==> config.mk <==
export PLATFORM = sky130hd
export DESIGN_NAME = lsc_repl
export DESIGN_NICKNAME = d
export VERILOG_FILES = /design/src/rtl/lru_set_assoc_cache_sim_macros.svh /design/src/rtl/lsc_pkg.sv /design/src/rtl/lsc_repl.sv
export SDC_FILE = /design/constraint.sdc
export NUM_CORES = 1
export LEC_CHECK = 0
export BUFFER_PORTS_ARGS = -buffer_cell sky130_fd_sc_hd__buf_4
export CAP_MARGIN = 20
export CORE_AREA = 4 4 226 228
export DETAILED_ROUTE_END_ITERATION = 12
export DIE_AREA = 0 0 230 232
export GPL_TIMING_DRIVEN = 1
export SKIP_LAST_GASP = 1
export SYNTH_ARGS = -nofsm -noshare
export SYNTH_HDL_FRONTEND = slang
export SYNTH_SLANG_ARGS = --single-unit
==> constraint.sdc <==
create_clock -name vclk -period 6.05
set_clock_uncertainty 0.1 [all_clocks]
set_input_delay 0.3025 -clock vclk [all_inputs]
set_output_delay 0.3025 -clock vclk [all_outputs]
set_load 0.1 [all_outputs]
==> src/rtl/lru_set_assoc_cache_sim_macros.svh <==
// Assertion helpers shared by the cache simulator RTL.
`ifndef LRU_SET_ASSOC_CACHE_SIM_MACROS_SVH
`define LRU_SET_ASSOC_CACHE_SIM_MACROS_SVH

// Same-cycle implication, checked outside reset.
`define LSC_ASSERT_IMPL(label, ante, cons, msg) \
  label: assert property (@(posedge clk_i) disable iff (!rst_ni) (ante) |-> (cons)) \
    else $error(msg);

// Next-cycle implication, checked outside reset.
`define LSC_ASSERT_NEXT(label, ante, cons, msg) \
  label: assert property (@(posedge clk_i) disable iff (!rst_ni) (ante) |=> cons) \
    else $error(msg);

`endif

==> src/rtl/lsc_pkg.sv <==
package lsc_pkg;

  // Fixed field widths.
  localparam int ADDR_W     = 64;
  localparam int TAG_W      = 62;
  localparam int REQ_W      = 2;
  localparam int CFG_IDX_W  = 2;
  localparam int CFG_DATA_W = 6;
  localparam int BB_W       = 6;
  localparam int TAG_SH_W   = 7;
  localparam int CNT_W      = 32;

  // Access kinds.
  typedef enum logic [REQ_W-1:0] {
    REQ_LOAD   = 2'd0,
    REQ_STORE  = 2'd1,
    REQ_MODIFY = 2'd2,
    REQ_IFETCH = 2'd3
  } req_e;

  // Configuration register indexes.
  typedef enum logic [CFG_IDX_W-1:0] {
    CFG_SET_BITS   = 2'd0,
    CFG_BLOCK_BITS = 2'd1,
    CFG_WAYS_USED  = 2'd2
  } cfg_idx_e;

  // Outcome of one lookup.
  typedef struct packed {
    logic hit;
    logic miss;
    logic evict;
  } outcome_t;

endpackage

==> src/rtl/lsc_repl.sv <==
module lsc_repl #(
  parameter int WAYS   = 4,
  parameter int RANK_W = 2
) (
  input  logic [WAYS-1:0][lsc_pkg::TAG_W-1:0] tags_i,
  input  logic [WAYS-1:0][RANK_W-1:0]         ranks_i,
  input  logic [WAYS-1:0]                     valid_i,
  input  logic [WAYS-1:0]                     in_use_i,
  input  logic [lsc_pkg::TAG_W-1:0]           tag_i,
  output logic [WAYS-1:0][lsc_pkg::TAG_W-1:0] tags_o,
  output logic [WAYS-1:0][RANK_W-1:0]         ranks_o,
  output logic [WAYS-1:0]                     valid_o,
  output lsc_pkg::outcome_t                   outcome_o
);
  import lsc_pkg::*;

  localparam int WAY_W = (WAYS > 1) ? $clog2(WAYS) : 1;
  localparam logic [RANK_W-1:0] RANK_MAX = RANK_W'(WAYS - 1);

  logic [WAY_W-1:0]  hit_way;
  logic [WAY_W-1:0]  free_way;
  logic [WAY_W-1:0]  vic_way;
  logic              hit_any;
  logic              free_any;
  logic [RANK_W-1:0] ref_rank;

  // Tag match, free way and LRU victim search over the ways in use.
  always_comb begin
    hit_way  = '0;
    free_way = '0;
    hit_any  = 1'b0;
    free_any = 1'b0;
    for (int w = WAYS - 1; w >= 0; w--) begin
      if (valid_i[w] && in_use_i[w] && (tags_i[w] == tag_i)) begin
        hit_any = 1'b1;
        hit_way = WAY_W'(w);
      end
      if (!valid_i[w] && in_use_i[w]) begin
        free_any = 1'b1;
        free_way = WAY_W'(w);
      end
    end
    // Oldest way wins; a tie goes to the lower way.
    vic_way = '0;
    for (int w = 1; w < WAYS; w++) begin
      if (in_use_i[w] && (ranks_i[w] > ranks_i[vic_way])) begin
        vic_way = WAY_W'(w);
      end
    end
  end

  // Line update: refresh on a hit, fill a free way, or replace the victim.
  always_comb begin
    tags_o    = tags_i;
    ranks_o   = ranks_i;
    valid_o   = valid_i;
    outcome_o = '0;
    ref_rank  = '0;
    if (hit_any) begin
      outcome_o.hit = 1'b1;
      ref_rank = ranks_i[hit_way];
      for (int w = 0; w < WAYS; w++) begin
        if (in_use_i[w] && valid_i[w] && (ranks_i[w] < ref_rank)) begin
          ranks_o[w] = ranks_i[w] + 1'b1;
        end
      end
      ranks_o[hit_way] = '0;
    end else if (free_any) begin
      outcome_o.miss = 1'b1;
      for (int w = 0; w < WAYS; w++) begin
        if (in_use_i[w] && valid_i[w] && (ranks_i[w] < RANK_MAX)) begin
          ranks_o[w] = ranks_i[w] + 1'b1;
        end
      end
      valid_o[free_way] = 1'b1;
      tags_o[free_way]  = tag_i;
      ranks_o[free_way] = '0;
    end else begin
      outcome_o.miss  = 1'b1;
      outcome_o.evict = 1'b1;
      ref_rank = ranks_i[vic_way];
      for (int w = 0; w < WAYS; w++) begin
        if (in_use_i[w] && valid_i[w] && (ranks_i[w] < ref_rank)) begin
          ranks_o[w] = ranks_i[w] + 1'b1;
        end
      end
      tags_o[vic_way]  = tag_i;
      ranks_o[vic_way] = '0;
    end
  end

endmodule

==> impl_metrics.toml <==
[clock_tree]
cts_hold_buf = 0
cts_setup_buffers = 0
ctsResizeCount = 0

[floorplanning]
die-area_um2 = 53400
rows = 81
initial_core_util = 0.184
die_width_um = 230
fp.coreArea_um2 = 48800
die_height_um = 232
ios = 589

[drt]
drt_iter0_drc = 1001
drc = 0
antenna_left = 0
wl_per_cell_um = 32.2
vias = 12000
via_per_inst = 5.18
wl_um = 74800
drtPass1Iterations = 5

[yosys]
synth.top_cell.area_share = 0.226
synth_cell_type_count = 69
yosys.area.top_type = "mux2_2"
synthesis.nets = 1466
syn_inst = 1126
syn_area_per_cell_um2 = 8.00
ys_seq_area_frac = 0
ys_top_cells_by_area = "mux2_2, xor2_1, mux2_4"
syn_area_um2 = 9010
yosysWarnings = 0

[global_routing]
grt_overflow_total = 0
grt_usage = 0.262
antenna_found_initial = 14
grt_pass1_wl_um = 99100
grt_max_degree = 63
grt_pass1_vias = 12400

[flow_run]
timing.max_cap.violations = 0

[critical_path]
end_kind = "primary output"
cp_max_fo = 9
start_kind = "primary input"
crit_type = "primary input to primary output"
worstPathArrival_ps = 5090
crit_required_ps = 5650

[sta]
fmax_mhz = 182
setup-violations-final = 0
layout_min_cycle_time_ps = 5490
fin_crit_sh = 0.908
finalMaxSlewViolations = 0
relSlewSlack = 0.443
worstMarginPinSlew_ps = 829
hold_violations = 0
rsz0062_at_grt = "false"

[hold_path]
hold_path_class = "primary input to primary output"
hold_depth = 4

[final_layout]
nClkBuffers = 0
area_delta_synth_final_pct = 55.2
fin_nets = 1994
final_core_util = 0.286
design.seq.count = 0
final_cell_mix = "buf_4, mux2_2, xor2_1, nor2b_1, nor4_1"
regArea_um2 = 0
final_common_cell = "buf_4"
drive_gt1_frac = 0.532

[placement]
place_congestion = 0.969
hpwl_um = 64100
place.port_buffers = 589

[outcome]
status = "finished clean"
==> synth_stat cells, drive strengths merged, types with 5 or more instances <==
cell type	number
o211ai	7
a21oi	11
nor3	26
a31oi	11
nand2b	55
xnor2	57
clkbuf	56
nor4	79
nor2	35
inv	37
nor2b	94
o22ai	9
and2	5
a2111oi	12
ha	14
xor2	120
nand4	48
nand3	15
o2111ai	11
or4	12
mux2i	14
nand2	36
buf	36
o21ai	19
mux2	240
==> worst max-delay path, stage by stage <==
cell	delay, ps
buf_4	130
inv_1	100
ha_1	310
a21boi_0	350
o21ai_0	270
a21boi_0	240
ha_1	260
nor2b_1	130
o211ai_1	160
buf_4	180
nand2b_1	140
nand2_1	90
ha_1	290
nor2b_1	140
o211ai_1	170
buf_4	180
nor2_1	50
a31oi_2	430
o21ai_0	230
nor3b_1	190
o22ai_1	140
a22oi_1	120
o22ai_2	160
buf_4	310
==> metal layers <==
layer,part of all wire,vias to the layer above,routed length (um),GRT usage
li1,-,5225,-,-
met1,0.40,5857,29600,0.323
met2,0.48,815,36300,0.469
met3,0.082,131,6130,0.0438
met4,0.037,4,2750,0.0728
met5,0.00036,-,27,0
==> area by class of cell <==
cell class / instances / area (um^2)
Timing Repair Buffer: 618 / 4700
Multi-Input combinational cell: 997 / 8300
Tap cell: 664 / 831
Fill cell: 5338 / 34900
Antenna cell: 5 / 12.5
Inverter: 37 / 139
==> cells by family after synthesis <==
kind of cell    share of synthesized area
simple gates                        0.288
mux                                 0.340
xor+xnor                            0.172
buf+inv                            0.0839
compound gates                     0.0956
fa+ha+maj                          0.0206
==> path summary, 6_finish.rpt <==
| check | start | endpoint | slack [ps] |
|---|---|---|---|
| hold / removal | tags_i[71] | tags_o[71] | 980 |
| setup / recovery | ranks_i[1] | ranks_o[2] | 560 |
==> through the flow <==
stage	setup slack, ps	TNS, ps	hold slack (ps)	instances	cell area (um^2)
final	556	0	980	2321	14000
after global routing	182	0	997	2318	14000
after floorplan	-27.1	-108	825	1126	9020
after detailed placement	427	0	978	2316	14000
after CTS	434	0	979	2316	14000
after global placement	515	0	982	2316	14000
